`src/rtl/fdr_pkg.sv`:
```
// fdr_pkg: shared types, constants and register indexes for the fdr threshold unit
// no dependencies
package fdr_pkg;

    localparam int DEF_MAX_COUNT = 64;
    localparam int DEF_FRAC_BITS = 16;

    localparam int P_W    = 16;
    localparam int POS_W  = 6;
    localparam int RANK_W = 7;
    localparam int IDX_W  = 2;

    localparam logic [P_W-1:0] ONE_P   = 16'hFFFF;
    localparam logic [P_W-1:0] Q_RESET = 16'd3277;

    // configuration register indexes
    localparam logic [IDX_W-1:0] REG_Q_LEVEL      = 2'd0;
    localparam logic [IDX_W-1:0] REG_CONSERVATIVE = 2'd1;
    localparam logic [IDX_W-1:0] REG_ONE_MINUS_P  = 2'd2;

    // contents of one sort cell
    typedef struct packed {
        logic             valid;
        logic [P_W-1:0]   val;
        logic [POS_W-1:0] org;
    } cell_t;

    // chain control
    typedef struct packed {
        logic ins;
        logic shift;
    } cell_ctl_t;

endpackage

```
`src/rtl/fdr_divider.sv`:
```
// fdr_divider: restoring divider, one quotient bit per cycle
// depends on fdr_pkg
module fdr_divider #(
    parameter int DW = 26
) (
    input  logic                          clk,
    input  logic                          rst_n,
    input  logic                          start,
    input  logic [DW-1:0]                 dividend,
    input  logic [fdr_pkg::RANK_W-1:0]    divisor,
    output logic                          done,
    output logic [DW-1:0]                 quotient
);
    localparam int CNT_W = $clog2(DW + 1);

    logic [DW-1:0]               quo_reg, quo_next;
    logic [fdr_pkg::RANK_W:0]    rem_reg, rem_next;
    logic [fdr_pkg::RANK_W-1:0]  den_reg, den_next;
    logic [CNT_W-1:0]            cnt_reg, cnt_next;
    logic                        busy_reg, busy_next;
    logic                        done_reg, done_next;
    logic [fdr_pkg::RANK_W+1:0]  trial;

    // shift in one dividend bit and try the subtract
    always_comb
    begin
        quo_next  = quo_reg;
        rem_next  = rem_reg;
        den_next  = den_reg;
        cnt_next  = cnt_reg;
        busy_next = busy_reg;
        done_next = 1'b0;
        trial     = {rem_reg, quo_reg[DW-1]} - {2'b00, den_reg};
        if (start)
        begin
            quo_next  = dividend;
            rem_next  = '0;
            den_next  = divisor;
            cnt_next  = CNT_W'(DW);
            busy_next = 1'b1;
        end
        else if (busy_reg)
        begin
            if (!trial[fdr_pkg::RANK_W+1])
            begin
                rem_next = trial[fdr_pkg::RANK_W:0];
                quo_next = {quo_reg[DW-2:0], 1'b1};
            end
            else
            begin
                rem_next = {rem_reg[fdr_pkg::RANK_W-1:0], quo_reg[DW-1]};
                quo_next = {quo_reg[DW-2:0], 1'b0};
            end
            cnt_next = cnt_reg - 1'b1;
            if (cnt_reg == CNT_W'(1))
            begin
                busy_next = 1'b0;
                done_next = 1'b1;
            end
        end
    end

    always_ff @(posedge clk or negedge rst_n)
    begin
        if (!rst_n)
        begin
            busy_reg <= 1'b0;
            done_reg <= 1'b0;
            cnt_reg  <= '0;
        end
        else
        begin
            busy_reg <= busy_next;
            done_reg <= done_next;
            cnt_reg  <= cnt_next;
        end
    end

    always_ff @(posedge clk)
    begin
        quo_reg <= quo_next;
        rem_reg <= rem_next;
        den_reg <= den_next;
    end

    assign done     = done_reg;
    assign quotient = quo_reg;
endmodule

```
`config.mk`:
```
export PLATFORM = sky130hd
export DESIGN_NAME = fdr_divider
export DESIGN_NICKNAME = d
export VERILOG_FILES = /design/src/rtl/fdr_pkg.sv /design/src/rtl/fdr_divider.sv
export SDC_FILE = /design/constraint.sdc
export NUM_CORES = 1
export LEC_CHECK = 0
export CORE_UTILIZATION = 40
export CTS_CLUSTER_DIAMETER = 40
export CTS_CLUSTER_SIZE = 20
export DETAILED_ROUTE_END_ITERATION = 10
export DONT_BUFFER_PORTS = 1
export GPL_ROUTABILITY_DRIVEN = 0
export PLACE_DENSITY_LB_ADDON = 0.2
export SLEW_MARGIN = 0
export SYNTH_ARGS = -nofsm -noshare
export SYNTH_HDL_FRONTEND = slang
export SYNTH_SLANG_ARGS = --single-unit
export TNS_END_PERCENT = 50
```
`constraint.sdc`:
```
create_clock -name clk -period 3.2 [get_ports clk]
set_input_delay 0.48 -clock clk [delete_from_list [all_inputs] [get_ports clk]]
set_output_delay 0.48 -clock clk [all_outputs]
set_load 0.005 [all_outputs]
```
==> run summary, run 1 <==
worst r2r src: quotient[25]
Fin Setup TNS: 0 ns
IO Port Bufs: 0
share of the synthesized area in the top cell type: 0.415
First-pass DRT Iterations: 4
Max Clk Rate: 0.364 GHz
Area Growth Syn to Fin: 8.85%
Netlist Area Pre-Place: 2390 µm²
TritonCTS Sinks: 48
Tcrit/Tclk final: 0.860
max reg flops: 26
Final ANT Viol Nets: 0
Mapped Cells: 189
measured slew at the worst slew-check pin: 0.600 ns
status: complete, no violations
Synth cell types: 42
CP endpoint kind: flip-flop
Critical Path Source: quotient[25]
prevailing post-synth register cell: edfxtp_1
Global Route Usage Sum: 0.140
Synthesized Nets: 235
Async S/R FF share, synth: 0.146
worst path bufs/invs: 3
H-tree depth: 2
n_diodes: 0
simple-gate portion of the synthesized area: 0.0948
largest family of logic cells by synthesized area: multiplexers
die width: 79.3 µm
Avg WL per Cell: 15.8 µm
routed vias: 1429
final instance area: 2600 µm²
cell row count: 27
number of setup buffers added after CTS: 0
Leakage: 0.984 nW
global route total overflow: 0
Crit Path Class: reg2reg
CP max stage delay: 0.43 ns
critical path peak fanout: 7
clock latency on the worst-skew pair: 0.30 ns
area of placed instances: 2450 µm²
Synth Area in Adders: 0.0555
Slowest cell on crit path: edfxtp_1
Synth Area in XOR/XNOR: 0.0293
Period minus WS final: 2.75 ns
mux cell area share after synthesis: 0.148
HPWL Detailed: 2830 µm
die area: 6280 µm²
maximum root-to-sink buffer count: 2
Top delay family on crit path: adder cells
Worst slew margin: 0.600
number of DRC markers in iteration 0: 104
drt drc: 0
Worst Path Required: 3.37 ns
Core Area: 5640 µm²
VDD IR max: 0.338 mV
Critical Path, Cell by Cell: inv_1 > ha_1 > inv_1 > fa_1 > a211oi_1 > nor3_1 > nor3_2 > buf_4 > mux2i_1 > a211oi_1
largest net degree at the start of global routing: 54
CTS resizes: 0
Vias/cell: 5.43
# fillers: 506
hold crit path type: in2reg
die height: 79.3 µm
Clk pin slew, worst setup/hold paths: 0.09 ns
Area contributors post-synth: edfxtp_1 41%, mux2_2 12%, dfrtp_1 7.3%, dfxtp_1 6.7%, ha_1 4.7%
vias in the first global route: 1414
global-route wire length before repair: 6670 µm
Fin. Hold Viols: 0
Slew Viols, Final: 0
share of post-route cells with drive strength above 1: 0.220
Routed Wire Length: 4150 µm
post-synthesis compound-gate area fraction: 0.0791
number of hold buffers added after CTS: 1
critical hold path startpoint: start
CTS tree: yes
CTS Buf Count: 5
register area share after synthesis: 0.555
yosys warns: 0
crit path DAT: 2.93 ns
Starting Density: 0.423
register bit total from synthesis: 48
num ports: 63
Synth area leader: edfxtp_1
initial antenna violation count: 0
syn_area_per_cell: 12.6 µm²
Layout Nets: 236
power density cells: 743 nW/µm²
endpoints failing setup: 0
EDFF count, synth: 33
max_cap viols: 0
Root Buffer: clkbuf_8
nature of the critical path startpoint: flip-flop
RSZ-0062 raised after global routing: no
Final Skew: 0.00802 ns
-- path summary, 6_finish.rpt --
| check | endpoint | slack, ns | depth (start not counted) |
|---|---|---|---|
| max | rem_reg[4] | 0.45 | 10 |
| min | rem_reg[0] | 0.24 | 1 |
| max reg2reg | rem_reg[4] | 0.45 | 10 |
| min reg2reg | rem_reg[5] | 0.52 | 2 |
| max in group asynchronous | busy_reg | 2.46 | 1 |
| min in group asynchronous | cnt_reg[3] | 0.50 | 1 |
-- cell usage after synthesis, types with 2 or more instances --
master    number
edfxtp_1      33
mux2_2        26
nor2_1        14
inv_1         13
ha_1           9
dfxtp_1        8
dfrtp_1        7
nand2_1        7
o21ai_0        7
clkbuf_1       6
a211oi_1       5
mux2i_1        5
nand2b_1       5
xor2_1         5
a21oi_1        4
nor3_1         3
nor3b_1        3
xnor2_1        3
buf_1          2
o211ai_1       2
-- final cells by class --
class                      count  area (µm²)  share of cell area
multi-input combinational    119         972               0.374
clock buffer                   5        68.8              0.0265
sequential                    48        1330               0.510
timing repair buffer           3        25.0             0.00962
inverter                      13        48.8              0.0188
clock inverter                 3        68.8              0.0265
tap                           72        90.1              0.0346
-- layer usage --
metal | vias up | global-route usage | part of all wire
li1 | 690 | - | -
met1 | 688 | 0.168 | 0.42
met2 | 44 | 0.224 | 0.49
met3 | 7 | 0.0598 | 0.067
met4 | 0 | 0.0455 | 0.015
met5 | - | 0 | 0
-- kinds of logic (layout without fill, tap and decap cells) --
logic type / after synthesis / in the layout
buffers and inverters: 22 / 24
multiplexers: 32 / 32
XOR/XNOR: 8 / 8
AND/OR/NAND/NOR: 42 / 42
adder cells (fa/ha/maj): 10 / 10
flip-flops: 48 / 48
AO/OA/AOI/OAI: 27 / 27
-- power by group --
part | switching, W | leakage, nW | internal [W]
sequential | 0.0000834 | 0.488 | 0.000772
combinational | 0.000283 | 0.427 | 0.000273
clock | 0.000207 | 0.0687 | 0.000314
-- layout by cell type, fill, tap and decap left out, drive strengths merged, types with 2 or more instances in the layout --
cell type,synthesis,layout
edfxtp,33,33
mux2,27,27
nor2,14,14
inv,13,14
ha,9,9
dfxtp,8,8
o21ai,8,8
nand2,7,7
dfrtp,7,7
a211oi,6,6
xor2,5,5
mux2i,5,5
nand2b,5,5
clkbuf,6,5
a21oi,4,4
nor3,4,4
nor3b,3,3
xnor2,3,3
o211ai,3,3
bufinv,0,2
buf,3,2
-- per-stage QoR --
stage	total power [W]	hold WS, ns	std cells	worst slack, ns	utilization
after floorplan	0.00132	0.184	189	0.891	-
after global placement	0.00139	0.185	254	0.606	0.435
after detailed placement	0.00142	0.185	254	0.497	0.435
after CTS	0.00195	0.233	263	0.415	0.461
after global routing	0.00205	0.226	263	0.210	0.461
final	0.00193	0.244	263	0.449	0.461
Power figures use the tool's default switching activity.
==> inputs of run 2 (changes only) <==
Settings changed: ABC_AREA set to 1.
==> run 2 against run 1 <==
Sequential share of layout area about the same. Fmax up 41%. Flip-flop and latch count unchanged. Critical path type unchanged.
==> run summary, run 2 <==
die width: 79.5 µm
Multi-input gate area: 921 µm²
Area contributors post-synth: edfxtp_1 41%, nand2_1 21%, dfrtp_1 7.3%, dfxtp_1 6.7%, inv_1 5.2%
H-tree depth: 2
WL met1: 2150 µm
HPWL Detailed: 3140 µm
CP endpoint kind: flip-flop
worst r2r src: quotient[25]
global route total overflow: 0
die height: 79.5 µm
power density cells: 711 nW/µm²
largest family of logic cells by synthesized area: simple AND/OR/NAND/NOR gates
crit path DAT: 2.01 ns
First-pass DRT Iterations: 4
global-route wire length before repair: 7340 µm
num ports: 63
initial antenna violation count: 0
commonest non-fill, non-tap cells in the layout: 137 x nand2_1, 33 x inv_1, 33 x edfxtp_1
Period minus WS final: 1.95 ns
prevailing post-synth register cell: edfxtp_1
Synthesized Nets: 331
area of placed instances: 2470 µm²
CTS tree: yes
Starting Density: 0.425
register area share after synthesis: 0.553
Critical Path Sink: quotient[0]
Fin. Hold Viols: 0
post-synthesis compound-gate area fraction: 0.0261
simple-gate portion of the synthesized area: 0.291
maximum root-to-sink buffer count: 2
Synth Area in Adders: 0.0553
clock latency on the worst-skew pair: 0.30 ns
n_diodes: 0
endpoints failing setup: 0
routed length on met3: 317 µm
Netlist Area Pre-Place: 2400 µm²
most common cell after layout, fill and taps aside: nand2_1
share of post-route cells with drive strength above 1: 0.0450
Clk pin slew, worst setup/hold paths: 0.08 ns
drt drc: 0
Max Clk Rate: 0.512 GHz
measured slew at the worst slew-check pin: 1.00 ns
nature of the critical path startpoint: flip-flop
Synth Area in XOR/XNOR: 0.0109
Setup WS pre-CTS: 1.22 ns
RR Endpoint: quotient[0]
Synth top cells by count: 137 x nand2_1, 33 x edfxtp_1, 33 x inv_1
Avg WL per Cell: 12.3 µm
Area Growth Syn to Fin: 8.29%
most numerous cell in the Yosys netlist: nand2_1
RSZ-0062 raised after global routing: no
Slew Viols, Final: 0
Hold Crit Depth: 0
yosys warns: 0
Global Route Usage Sum: 0.155
register area: 1330 µm²
Leakage: 1.30 nW
Synth cell types: 26
Vias/cell: 4.71
register bit total from synthesis: 48
max reg flops: 26
Critical Path Source: quotient[25]
Root Buffer: clkbuf_8
hold crit path type: in2reg
Mapped Cells: 285
cells on worst reg2reg path: 10
die area: 6310 µm²
Async S/R FF share, synth: 0.146
Crit Path Class: reg2reg
met2 WL: 1880 µm
routed vias: 1700
share of the synthesized area in the top cell type: 0.413
Final WS setup: 1.25 ns
IO Port Bufs: 0
max_cap viols: 0
Fin Setup TNS: 0 ns
largest net degree at the start of global routing: 40
Worst slew margin: 0.333
EDFF count, synth: 33
Worst Path Required: 3.25 ns
Final ANT Viol Nets: 0
TritonCTS Sinks: 48
R2R setup slack: 1.25 ns
Core Area: 5640 µm²
cell row count: 27
Total Power: 0.00185 W
Routed Wire Length: 4430 µm
final core utilization: 0.461
mux cell area share after synthesis: 0
Synth area leader: edfxtp_1
Layout Nets: 334
number of DRC markers in iteration 0: 64
syn_area_per_cell: 8.42 µm²
# fillers: 542
vias in the first global route: 1624
status: complete, no violations
DR top layer: met4
final instance area: 2600 µm²
critical path peak fanout: 9
Tcrit/Tclk final: 0.611
number of setup buffers added after CTS: 0
CTS Buf Count: 5
VDD IR max: 0.312 mV
Final Skew: 0.00318 ns
==> run 2: worst min path at each step <==
stage               slack [ns]          to       start
floorplan                 0.18    busy_reg       rst_n
global placement          0.18  cnt_reg[4]       rst_n
detailed placement        0.18  cnt_reg[4]       rst_n
CTS                       0.26  den_reg[6]  divisor[6]
global route              0.25  den_reg[6]  divisor[6]
finish                    0.27  den_reg[6]  divisor[6]
==> run 2: power breakdown <==
part	switching, W	internal, W	leakage, nW	total (W)
clock network	0.000197	0.000252	0.0588	0.000449
registers	0.0000775	0.000765	0.499	0.000842
logic	0.000345	0.000211	0.744	0.000556
==> run 2: area by class of cell <==
| class | count | share of cell area |
|---|---|---|
| clock buffer | 6 | 0.0318 |
| tap | 72 | 0.0347 |
| timing repair buffer | 2 | 0.00674 |
| multi-input combinational | 197 | 0.354 |
| clock inverter | 2 | 0.0130 |
| inverter | 34 | 0.0491 |
| sequential | 48 | 0.510 |
==> run 2: worst max-delay path, stage by stage, from the launching register on <==
cell,delay [ns]
edfxtp_1,0.42
inv_1,0.10
ha_1,0.15
inv_1,0.05
fa_1,0.39
nand2_1,0.07
nand2_1,0.09
nand3_2,0.10
nand3_1,0.11
nand2_4,0.15
o21ai_0,0.08
==> run 2: kinds of logic (layout without fill, tap and decap cells) <==
logic type	count (synthesis)	after routing
buf+inv	40	44
compound gates	12	12
xor+xnor	3	3
fa+ha+maj	10	10
flops	48	48
simple gates	172	172
==> run 2: metal layers <==
metal | track usage | vias to the layer above
met5 | 0 | -
met4 | 0.0709 | 0
met3 | 0.0583 | 7
met2 | 0.224 | 55
met1 | 0.204 | 737
li1 | - | 901
==> run 2: repair_timing <==
item	in CTS	in global routing
hold buffers	1	0
endpoints found under the hold margin	7	0
resized for setup	0	0
==> run 2: through the flow <==
step                      cells  hold slack (ns)
after floorplan             285            0.184
after global placement      352            0.185
after detailed placement    352            0.185
after CTS                   361            0.261
after global routing        361            0.252
final                       361            0.271
