$ cat config.mk
export PLATFORM = sky130hd
export DESIGN_NAME = fdr_cell
export DESIGN_NICKNAME = d
export VERILOG_FILES = /design/src/rtl/fdr_pkg.sv /design/src/rtl/fdr_cell.sv
export SDC_FILE = /design/constraint.sdc
export NUM_CORES = 1
export LEC_CHECK = 0
export ABC_AREA = 1
export BUFFER_PORTS_ARGS = -buffer_cell sky130_fd_sc_hd__buf_2
export CAP_MARGIN = 20
export CORE_UTILIZATION = 44
export DETAILED_ROUTE_END_ITERATION = 6
export GPL_TIMING_DRIVEN = 0
export PLACE_DENSITY = 0.83
export SYNTH_ARGS = -nofsm -noshare
export SYNTH_HDL_FRONTEND = slang
export SYNTH_SLANG_ARGS = --single-unit
$ cat constraint.sdc
create_clock -name clk -period 2.8 [get_ports clk]
set_input_delay 0.42 -clock clk [delete_from_list [all_inputs] [get_ports clk]]
set_output_delay 0.42 -clock clk [all_outputs]
set_load 0.005 [all_outputs]
$ cat src/rtl/fdr_pkg.sv
// fdr_pkg: shared types, constants and register indexes for the fdr threshold unit
// no dependencies
package fdr_pkg;

    localparam int DEF_MAX_COUNT = 64;
    localparam int DEF_FRAC_BITS = 16;

    localparam int P_W    = 16;
    localparam int POS_W  = 6;
    localparam int RANK_W = 7;
    localparam int IDX_W  = 2;

    localparam logic [P_W-1:0] ONE_P   = 16'hFFFF;
    localparam logic [P_W-1:0] Q_RESET = 16'd3277;

    // configuration register indexes
    localparam logic [IDX_W-1:0] REG_Q_LEVEL      = 2'd0;
    localparam logic [IDX_W-1:0] REG_CONSERVATIVE = 2'd1;
    localparam logic [IDX_W-1:0] REG_ONE_MINUS_P  = 2'd2;

    // contents of one sort cell
    typedef struct packed {
        logic             valid;
        logic [P_W-1:0]   val;
        logic [POS_W-1:0] org;
    } cell_t;

    // chain control
    typedef struct packed {
        logic ins;
        logic shift;
    } cell_ctl_t;

endpackage

$ cat src/rtl/fdr_cell.sv
// fdr_cell: one cell of the descending insertion chain
// depends on fdr_pkg
module fdr_cell (
    input  logic                       clk,
    input  logic                       rst_n,
    input  fdr_pkg::cell_ctl_t         ctl,
    input  logic [fdr_pkg::P_W-1:0]    new_val,
    input  logic [fdr_pkg::POS_W-1:0]  new_org,
    input  fdr_pkg::cell_t             left,
    input  logic                       left_keep,
    input  fdr_pkg::cell_t             right,
    output fdr_pkg::cell_t             own,
    output logic                       keep
);
    logic                      valid_reg, valid_next;
    logic [fdr_pkg::P_W-1:0]   val_reg, val_next;
    logic [fdr_pkg::POS_W-1:0] org_reg, org_next;

    // strictly larger values stay ahead, so later equal values land in front
    assign keep = valid_reg && (val_reg > new_val);

    always_comb
    begin
        valid_next = valid_reg;
        val_next   = val_reg;
        org_next   = org_reg;
        if (ctl.ins && !keep)
        begin
            if (left_keep)
            begin
                valid_next = 1'b1;
                val_next   = new_val;
                org_next   = new_org;
            end
            else
            begin
                valid_next = left.valid;
                val_next   = left.val;
                org_next   = left.org;
            end
        end
        else if (ctl.shift)
        begin
            valid_next = right.valid;
            val_next   = right.val;
            org_next   = right.org;
        end
    end

    always_ff @(posedge clk or negedge rst_n)
    begin
        if (!rst_n)
            valid_reg <= 1'b0;
        else
            valid_reg <= valid_next;
    end

    always_ff @(posedge clk)
    begin
        val_reg <= val_next;
        org_reg <= org_next;
    end

    assign own = '{valid: valid_reg, val: val_reg, org: org_reg};
endmodule

==> impl_results.md, run 1 <==
* Final Slew Violations at 0
* Worst-Skew Late Latency at 260 ps
* Area growth syn-to-layout at 34.9%
* Tmin final at 2600 ps
* Clk pin slew, worst setup/hold paths at 90 ps
* Drt first pass iters at 4
* First-pass GRT wire length at 6790 um
* Drt total wl at 4110 um
* CP Capture Type: flop
* Final WS setup at 197 ps
* Hold Crit Class: input port to flop
* Multi-input logic area at 848 um^2
* Reported max-cap violation count at 0
* Non-filler cells in the finished layout at 346
* Final Skew at 3.30 ps
* Gate Count Post-Synth at 198
* Gr usage total at 21.7%
* Die area at 4100 um^2
* Slowest cell on the critical path: nand2_1
* Pre-CTS WS at 7.46 ps
* Largest net degree at the start of global routing at 23
* Critical path class: flop to flop
* IO Pins at 97
* Power per Cell Area at 489 nW/um^2
* Worst-margin pin slew at 920 ps
* Worst relative slew slack at 38.5%
* Worst R2R Path Depth at 9
* Critical Path RT at 2690 ps
* Vias/cell at 4.80
* Max reg flops at 16
* Worst path cell trace: ha_1, nand2_1, nor2_2, nand2_1, o21a_1, nand2_2, nand2_2, buf_2, nand2_1
* CP Launch Point: val_reg[15]
* Row count at 22
* Post-CTS Setup Bufs at 0
* Maximum vdd drop at 0.314 mV
* ANT cells at 0
* Share of cells above drive strength 1 at 41.6%
* Fin util at 62.0%
* Die Span Y at 64.1 um
* Detailed placer's ending HPWL at 3220 um
* Hold Violations, Final at 0
* Fin Setup TNS at 0 ps
* Post-route ant nets at 0
* Synth Net Count at 287
* P_leak at 1.24 nW
* CTS buffer count at 3
* CTS sink cnt at 23
* Port Buf Inserts at 95
* Cell variety after synth at 21
* Synthesis Warnings at 0
* Vias at 1660
* Clock Tree Buf Depth at 2
* Reg2Reg Setup Slack at 200 ps
* Drt drc at 0
* Fin crit share at 93.0%
* Register area share after synthesis at 40.5%
* Worst setup SP type: flop
* Final setup fails at 0
* Min-delay src: right[8]
* Initial antenna violation count at 0
* Top cell by count, worst path: nand2_1
* # nets final at 388
* Aggregate global routing overflow at 0
* Status: completed
* RePlAce Congestion at 0.856
* Mapped Area at 1690 um^2
* Final-layout fill cell count at 367
* Max FO, Critical Path at 22
* Post-route total power at 1.12 mW
* Initial Util at 45.9%
* Max H-tree Level at 1
* Area after DPL at 2230 um^2
* Placed Cells at 341
* TritonCTS clock tree: yes
* Mapped Avg Cell Area at 8.56 um^2
* Reg2reg start: val_reg[15]
* Finished Cell Area at 2290 um^2
* Worst Hold Path Cells at 3
* Register bit total from synthesis at 23
* Core area at 3690 um^2
* Vias in the first global route at 1634
* Initial DRC Count at 55
* RSZ-0062 raised after global routing: false
* Reg area at 686 um^2
* Crit path largest cell delay at 700 ps
* WL/cell at 11.9 um
* Arrival @ worst endpoint at 2500 ps
* Clk root buf: clkbuf_8
* Hold Slack at 426 ps
* Die width at 64.1 um
* Max Fclk at 384 MHz
## kinds of logic (layout without fill, tap and decap cells)
logic type | count (synthesis) | in the layout | synth area share [%]
muxes | 7 | 7 | 4.14
DFF | 23 | 23 | 40.5
buffers and inverters | 33 | 133 | 9.45
and+or+nand+nor | 73 | 73 | 17.1
adders and majority gates | 16 | 16 | 11.8
AOI/OAI and AO/OA | 46 | 46 | 17.0
## worst max-delay path: cells and delay by family, from the launching register on
kind / cells / cell delay [ps]
and+or+nand+nor: 6 / 1140
DFF: 1 / 410
adders and majority gates: 1 / 320
AOI/OAI and AO/OA: 1 / 190
buffers and inverters: 1 / 180
## layer usage
metal	GRT usage (%)	up-vias	routed length, um
li1	-	860	-
met1	25.0	728	1790
met2	40.6	66	2020
met3	2.86	6	252
met4	7.10	0	42
met5	0	-	0
## path summary, 6_finish.rpt
| check | end |
|---|---|
| max reg2reg | val_reg[8] |
| min in group asynchronous | valid_reg |
| min | val_reg[2] |
| min reg2reg | valid_reg |
| max | val_reg[8] |
| max in group asynchronous | valid_reg |
## timing repair
item | in CTS | in global routing
gates resized for setup | 0 | 0
endpoints found under the hold margin | 1 | 0
hold buffers | 1 | 0
## where the power goes
part	internal, mW	leakage [nW]	switching, mW	total [mW]
combinational	0.196	0.973	0.225	0.421
clock	0.0994	0.0255	0.110	0.209
sequential	0.460	0.236	0.0277	0.488
total	0.756	1.24	0.362	1.12
## synth_stat cells
library cell,instances,area share (%)
a21o_1,1,0.44
a21oi_1,6,1.8
buf_2,2,0.59
buf_4,1,0.44
buf_6,4,2.7
clkbuf_1,3,0.66
dfrtp_1,1,1.5
edfxtp_1,22,39
ha_1,16,12
inv_1,23,5.1
mux2i_1,7,4.1
nand2_1,61,14
nand2_2,2,0.74
nand3_1,3,0.89
nand4_1,1,0.37
nor2_1,4,0.89
nor2_2,2,0.74
o21a_1,1,0.44
o21ai_0,16,4.7
o21ai_1,8,2.4
o21ai_2,14,7.2
## final cells by class
| class | count | share of cell area (%) |
|---|---|---|
| inverters | 23 | 3.78 |
| flip-flops and latches | 23 | 30.0 |
| well taps | 48 | 2.63 |
| multi-input cells | 142 | 37.1 |
| repair buffers | 96 | 21.2 |
| clock inverters | 1 | 0.219 |
| plain buffers | 10 | 3.23 |
| clock buffers | 3 | 1.81 |
## cell usage in the layout, fill, tap and decap left out, drive strengths merged
cell,instances
nor2,6
mux2i,7
edfxtp,22
clkbuf,6
nand2,63
a21oi,6
ha,16
buf,102
nand3,3
inv,23
dfrtp,1
a21o,1
dlygate4sd3,1
o21a,1
clkinv,1
nand4,1
o21ai,38
Power figures use the tool's default switching activity.
==> inputs of run 2 (changes only) <==
Settings changed: ABC_AREA 1 to not set, CORE_UTILIZATION 44 to 45, PLACE_DENSITY 0.83 to 0.84.
==> impl_results.md, run 2 <==
* Status: completed (unchanged)
* Arrival @ worst endpoint at 2530 ps (was 2500 ps)
* Worst setup SP type: flop (unchanged)
* Critical path class: flop to flop (unchanged)
* Worst relative slew slack at 54.6% (was 38.5%)
* Biggest area consumer among synthesized cells: edfxtp_1 (unchanged)
* RSZ-0062 raised after global routing: false (unchanged)
* Area growth syn-to-layout at 33.9% (was 34.9%)
* Pint at 0.883 mW (was 0.756 mW)
* Drt first pass iters at 2 (was 4)
* Register bit total from synthesis at 23 (unchanged)
* Initial Util at 47.6% (was 45.9%)
* Core area at 3740 um^2 (was 3690 um^2)
* RePlAce Congestion at 0.808 (was 0.856)
* Fin crit share at 89.6% (was 93.0%)
* Ys flop type: edfxtp_1 (unchanged)
* Seq pwr share at 40.4% (was 43.7%)
* Clock Tree Buf Depth at 2 (unchanged)
* Hold Slack at 409 ps (was 426 ps)
* Register area share after synthesis at 38.5% (was 40.5%)
* Worst Hold Path Cells at 3 (unchanged)
* Drt drc at 0 (unchanged)
* Max reg flops at 16 (unchanged)
* Max FO, Critical Path at 10 (was 22)
* Mapped Avg Cell Area at 13.0 um^2 (was 8.56 um^2)
* IO Pins at 97 (unchanged)
* Reported max-cap violation count at 0 (unchanged)
* Post-synth top cells: 26 x mux2_2, 22 x edfxtp_1, 18 x mux2_4 (was 61 x nand2_1, 23 x inv_1, 22 x edfxtp_1)
* Row count at 22 (unchanged)
* ANT cells at 0 (unchanged)
* Power per Cell Area at 532 nW/um^2 (was 489 nW/um^2)
* Clk pin slew, worst setup/hold paths at 80 ps (was 90 ps)
* Non-filler cells in the finished layout at 286 (was 346)
* Initial DRC Count at 35 (was 55)
* Port Buf Inserts at 96 (was 95)
* P_sw at 0.388 mW (was 0.362 mW)
* Worst-margin pin slew at 680 ps (was 920 ps)
* CTS sink cnt at 23 (unchanged)
* Die width at 64.9 um (was 64.1 um)
* Final setup fails at 0 (unchanged)
* Post-route ant nets at 0 (unchanged)
* Hold Crit Class: input port to flop (unchanged)
* Async SR Flop Fraction at 4.35% (unchanged)
* Maximum vdd drop at 0.381 mV (was 0.314 mV)
* Clk root buf: clkbuf_8 (unchanged)
* Max H-tree Level at 1 (unchanged)
* Gr usage total at 20.0% (was 21.7%)
* Detailed placer's ending HPWL at 3160 um (was 3220 um)
* Vias/cell at 4.94 (was 4.80)
* Critical Path RT at 2820 ps (was 2690 ps)
* Vias in the first global route at 1479 (was 1634)
* P_leak at 1.19 nW (was 1.24 nW)
* Aggregate global routing overflow at 0 (unchanged)
* Commonest cells after routing, fill and taps aside: 96 x buf_2, 26 x mux2_2, 22 x edfxtp_1, 18 x mux2_4 (was 97 x buf_2, 61 x nand2_1, 23 x inv_1, 22 x edfxtp_1)
* Max Fclk at 399 MHz (was 384 MHz)
* Synthesis Warnings at 0 (unchanged)
* First-pass GRT wire length at 6280 um (was 6790 um)
* Fin Setup TNS at 0 ps (unchanged)
* Combinational Power Share at 43.1% (was 37.6%)
* WL/cell at 13.4 um (was 11.9 um)
* Placed Cells at 281 (was 341)
* # nets final at 328 (was 388)
* Share of cells above drive strength 1 at 63.4% (was 41.6%)
* Die Span Y at 64.9 um (was 64.1 um)
* Cell variety after synth at 25 (was 21)
* Worst-Skew Late Latency at 270 ps (was 260 ps)
* Die area at 4220 um^2 (was 4100 um^2)
* Gate Count Post-Synth at 137 (was 198)
* Tmin final at 2510 ps (was 2600 ps)
* Post-CTS Setup Bufs at 0 (unchanged)
* Yosys top cell area share at 37.1% (was 39.0%)
* Hold Violations, Final at 0 (unchanged)
* Most common cell after layout, fill and taps aside: buf_2 (unchanged)
* Synth top area cells: edfxtp_1 37%, mux2_2 16%, mux2_4 15% (was edfxtp_1 39%, nand2_1 14%, ha_1 12%)
* Vias at 1414 (was 1660)
* Final Skew at 5.30 ps (was 3.30 ps)
* Largest net degree at the start of global routing at 23 (unchanged)
* CP Capture Type: flop (unchanged)
* Worst R2R Path Depth at 6 (was 9)
* Final Slew Violations at 0 (unchanged)
* Initial antenna violation count at 0 (unchanged)
* Drt total wl at 3840 um (was 4110 um)
* CTS buffer count at 3 (unchanged)
* TritonCTS clock tree: yes (unchanged)
* Clk pwr share at 16.6% (was 18.7%)
* Synth Net Count at 226 (was 287)
* Net Sw Frac at 30.5% (was 32.4%)
* Most common cell in the synthesized netlist: mux2_2 (was nand2_1)
* Mapped Area at 1780 um^2 (was 1690 um^2)
* Post-synth EDFFs at 22 (unchanged)
==> run 2: cell count changes in the layout (fill, tap and decap cells not counted), sizes merged, moves of 2 or more <==
cell | previous run | this run
nand3 | 3 | 0
nand4 | 1 | 4
o211ai | 0 | 2
buf | 102 | 99
nor4 | 0 | 2
mux2i | 7 | 2
nor2 | 6 | 3
o21ai | 38 | 2
nand2 | 63 | 5
mux2 | 0 | 44
inv | 23 | 16
==> run 2: critical path: stages (launching register included) <==
cell and delay (ps):
edfxtp_1 390, ha_1 360, nand4_4 150, a2111o_1 470, a32oi_4 330, buf_6 250, mux2_4 310
==> run 2: metal layers <==
layer	track usage, %	wire length [um]
met1	21.3	1520
met4	8.33	86
met5	0	0
met3	5.63	244
met2	36.6	1990
==> run 2: repair_timing <==
action                                  in CTS  in global routing
resized for setup                            1                  1
hold buffers                                 1                  0
endpoints found under the hold margin        1                  0
endpoints found under the setup margin      22                 22
==> run 2: metrics by stage <==
step / instance area, um^2 / total power [mW] / setup WS [ps] / util [%]
floorplan: 1780 / 0.876 / 83.7 / -
global placement: 2320 / 1.06 / -369 / 62.1
finish: 2390 / 1.27 / 292 / 63.8
global route: 2390 / 1.35 / 153 / 63.8
CTS: 2380 / 1.28 / 121 / 63.6
detailed placement: 2320 / 1.07 / -396 / 62.1
==> run 2: layout make-up <==
type                       count  area (um^2)
sequential                    23          686
buffer                         5         37.5
clock inverter                 1         5.00
tap                           48         60.1
timing repair buffer          97          490
multi-input combinational     93         1010
clock buffer                   3         41.3
fill                         314         1360
inverter                      16         60.1
==> run 2: path summary, 6_finish.rpt <==
path / start / to / slack (ps)
hold / removal: left[22] / valid_reg / 410
setup reg to reg: val_reg[15] / val_reg[8] / 290
min in group asynchronous: rst_n / valid_reg / 430
setup / recovery: val_reg[15] / val_reg[8] / 290
max in group asynchronous: rst_n / valid_reg / 2280
hold reg to reg: valid_reg / valid_reg / 660
==> run 2: cell families (layout without fill, tap and decap cells) <==
family | Yosys count | count (layout) | synth area share [%]
adder cells (fa/ha/maj) | 16 | 16 | 11.2
multiplexers | 46 | 46 | 32.7
AO/OA/AOI/OAI | 14 | 14 | 6.53
flip-flops | 23 | 23 | 38.5
buffers and inverters | 21 | 122 | 5.47
AND/OR/NAND/NOR | 17 | 17 | 5.61
==> run 2: power by group through the flow <==
stage / Combinational, mW / Sequential, mW / Clock (mW)
floorplan: 0.346 / 0.530 / 0
global placement: 0.538 / 0.519 / 0
detailed placement: 0.547 / 0.523 / 0
CTS: 0.552 / 0.514 / 0.211
global route: 0.605 / 0.521 / 0.226
finish: 0.547 / 0.513 / 0.211
==> inputs of run 3 (changes only) <==
--- a/config.mk
+++ b/config.mk
@@ -11,3 +11,2 @@
 export DETAILED_ROUTE_END_ITERATION = 6
-export GPL_TIMING_DRIVEN = 0
 export PLACE_DENSITY = 0.84
==> constraint.sdc (replaced) <==
create_clock -name clk -period 2.8 [get_ports clk]
set_input_delay 0.28 -clock clk [delete_from_list [all_inputs] [get_ports clk]]
set_output_delay 0.28 -clock clk [all_outputs]
set_load 0.005 [all_outputs]
==> impl_results.md, run 3 (synthesis gave the netlist of run 2 again) <==
* Status: completed (unchanged)
* Critical path class: flop to flop (unchanged)
* Drt total wl at 3870 um (was 3840 um)
* Post-route total power at 1.27 mW (about the same)
* Hold Slack at 276 ps (was 409 ps)
* Initial DRC Count at 29 (was 35)
* Final-layout fill cell count at 309 (was 314)
* Final setup fails at 0 (unchanged)
* CTS sink cnt at 23 (unchanged)
* Most common cell after layout, fill and taps aside: buf_2 (unchanged)
* Hold Crit Class: input port to flop (unchanged)
* WL/cell at 13.6 um (was 13.4 um)
* Multi-input logic area at 1000 um^2 (was 1010 um^2)
* P_leak at 1.18 nW (was 1.19 nW)
* Clk pin slew, worst setup/hold paths at 80 ps (about the same)
* Die area at 4220 um^2 (unchanged)
* Vias in the first global route at 1456 (was 1479)
* Clk root buf: clkbuf_8 (unchanged)
* Aggregate global routing overflow at 0 (unchanged)
* Gr usage total at 19.1% (was 20.0%)
* Drt first pass iters at 4 (was 2)
* IO Pins at 97 (unchanged)
* RePlAce Congestion at 0.796 (was 0.808)
* Arrival @ worst endpoint at 2440 ps (was 2530 ps)
* Tmin final at 2490 ps (was 2510 ps)
* ANT cells at 0 (unchanged)
* Final Slew Violations at 0 (unchanged)
* Drt drc at 0 (unchanged)
* Reported max-cap violation count at 0 (unchanged)
* Critical Path RT at 2750 ps (was 2820 ps)
* Vias at 1436 (was 1414)
* Post-route ant nets at 0 (unchanged)
* Non-filler cells in the finished layout at 284 (was 286)
* Max H-tree Level at 1 (unchanged)
* Fin crit share at 88.9% (was 89.6%)
* Detailed placer's ending HPWL at 3140 um (was 3160 um)
* Worst-Skew Late Latency at 270 ps (about the same)
* TritonCTS clock tree: yes (unchanged)
* Final Skew at 3.11 ps (was 5.30 ps)
* Area growth syn-to-layout at 33.3% (was 33.9%)
* Initial antenna violation count at 0 (unchanged)
* Core area at 3740 um^2 (unchanged)
* Share of cells above drive strength 1 at 63.1% (was 63.4%)
* Largest net degree at the start of global routing at 24 (was 23)
* Initial Util at 47.6% (unchanged)
* Worst-margin pin slew at 542 ps (was 680 ps)
* CP Capture Type: flop (unchanged)
* Worst setup SP type: flop (unchanged)
* Max Fclk at 402 MHz (was 399 MHz)
* Port Buf Inserts at 96 (unchanged)
* Commonest cells after routing, fill and taps aside: 96 x buf_2, 26 x mux2_2, 22 x edfxtp_1, 18 x mux2_4 (unchanged)
* Vias/cell at 5.06 (was 4.94)
* Power per Cell Area at 536 nW/um^2 (was 532 nW/um^2)
* Max FO, Critical Path at 22 (was 10)
* Reg area at 686 um^2 (unchanged)
* Row count at 22 (unchanged)
* First-pass GRT wire length at 6040 um (was 6280 um)
* CTS buffer count at 3 (unchanged)
* Die Span Y at 64.9 um (unchanged)
* Maximum vdd drop at 0.335 mV (was 0.381 mV)
* Cts repair resizes at 0 (was 1)
* Worst relative slew slack at 63.9% (was 54.6%)
* # nets final at 326 (was 328)
* Max reg flops at 16 (unchanged)
* Die width at 64.9 um (unchanged)
* Fin Setup TNS at 0 ps (unchanged)
* Placed Cells at 279 (was 281)
* RSZ-0062 raised after global routing: false (unchanged)
* Clock Tree Buf Depth at 2 (unchanged)
* Hold Violations, Final at 0 (unchanged)
## run 3: changes by cell type in the layout (fill, tap and decap cells not counted)
cell / before / now
nand2b_1: 0 / 1
nand2b_4: 1 / 0
clkbuf_1: 2 / 1
clkinv_2: 1 / 0
buf_6: 2 / 0
buf_4: 1 / 2
buf_12: 0 / 1
## run 3: area by class of cell
type	count	share of cell area, %
well taps	48	2.53
clock buffers	4	1.90
repair buffers	100	22.1
inverters	16	2.53
multi-input cells	93	42.1
flip-flops and latches	23	28.9
## run 3: per-layer routing
metal  track usage [%]  routed length (um)  vias to the layer above
li1                  -                   -                      708
met1              19.6                1470                      655
met2              35.9                2050                       62
met3              4.58                 258                       11
met4              8.61                  91                        0
met5                 0                   0                        -
## run 3: report_power, final
| part | internal (mW) | switching (mW) | leakage (nW) |
|---|---|---|---|
| Clock | 0.102 | 0.109 | 0.0228 |
| Combinational | 0.305 | 0.244 | 0.925 |
| Sequential | 0.480 | 0.0350 | 0.234 |
| Total | 0.886 | 0.388 | 1.18 |
## run 3: critical path, cell delays in order, from the launching register on
cell,delay [ps]
edfxtp_1,400
ha_1,340
a21oi_1,190
o211ai_1,120
nor4_1,370
a32oi_4,180
buf_12,190
nand2b_1,70
buf_4,290
## run 3: final timing paths
path / start / end / cells after the start / slack, ps
max reg2reg: val_reg[13] / val_reg[10] / 8 / 310
max: val_reg[13] / val_reg[10] / 8 / 310
min: left[22] / valid_reg / 3 / 280
min reg2reg: valid_reg / valid_reg / 2 / 670
min in group asynchronous: rst_n / valid_reg / 2 / 320
max in group asynchronous: rst_n / valid_reg / 2 / 2400
## run 3: per-stage QoR
| stage | setup WS, ps | utilization [%] | cell area [um^2] |
|---|---|---|---|
| 4_1_cts | 298 | 63.5 | 2380 |
| 6_report | 310 | 63.5 | 2380 |
| 3_5_place_dp | 283 | 62.0 | 2320 |
| 3_3_place_gp | 357 | 62.0 | 2320 |
| 5_1_grt | 153 | 63.5 | 2380 |
| 2_1_floorplan | 131 | - | 1780 |
## run 3: repair_timing
action	in CTS	in global routing
buffers inserted	0	0
hold endpoints to repair	1	0
hold buffers	1	0
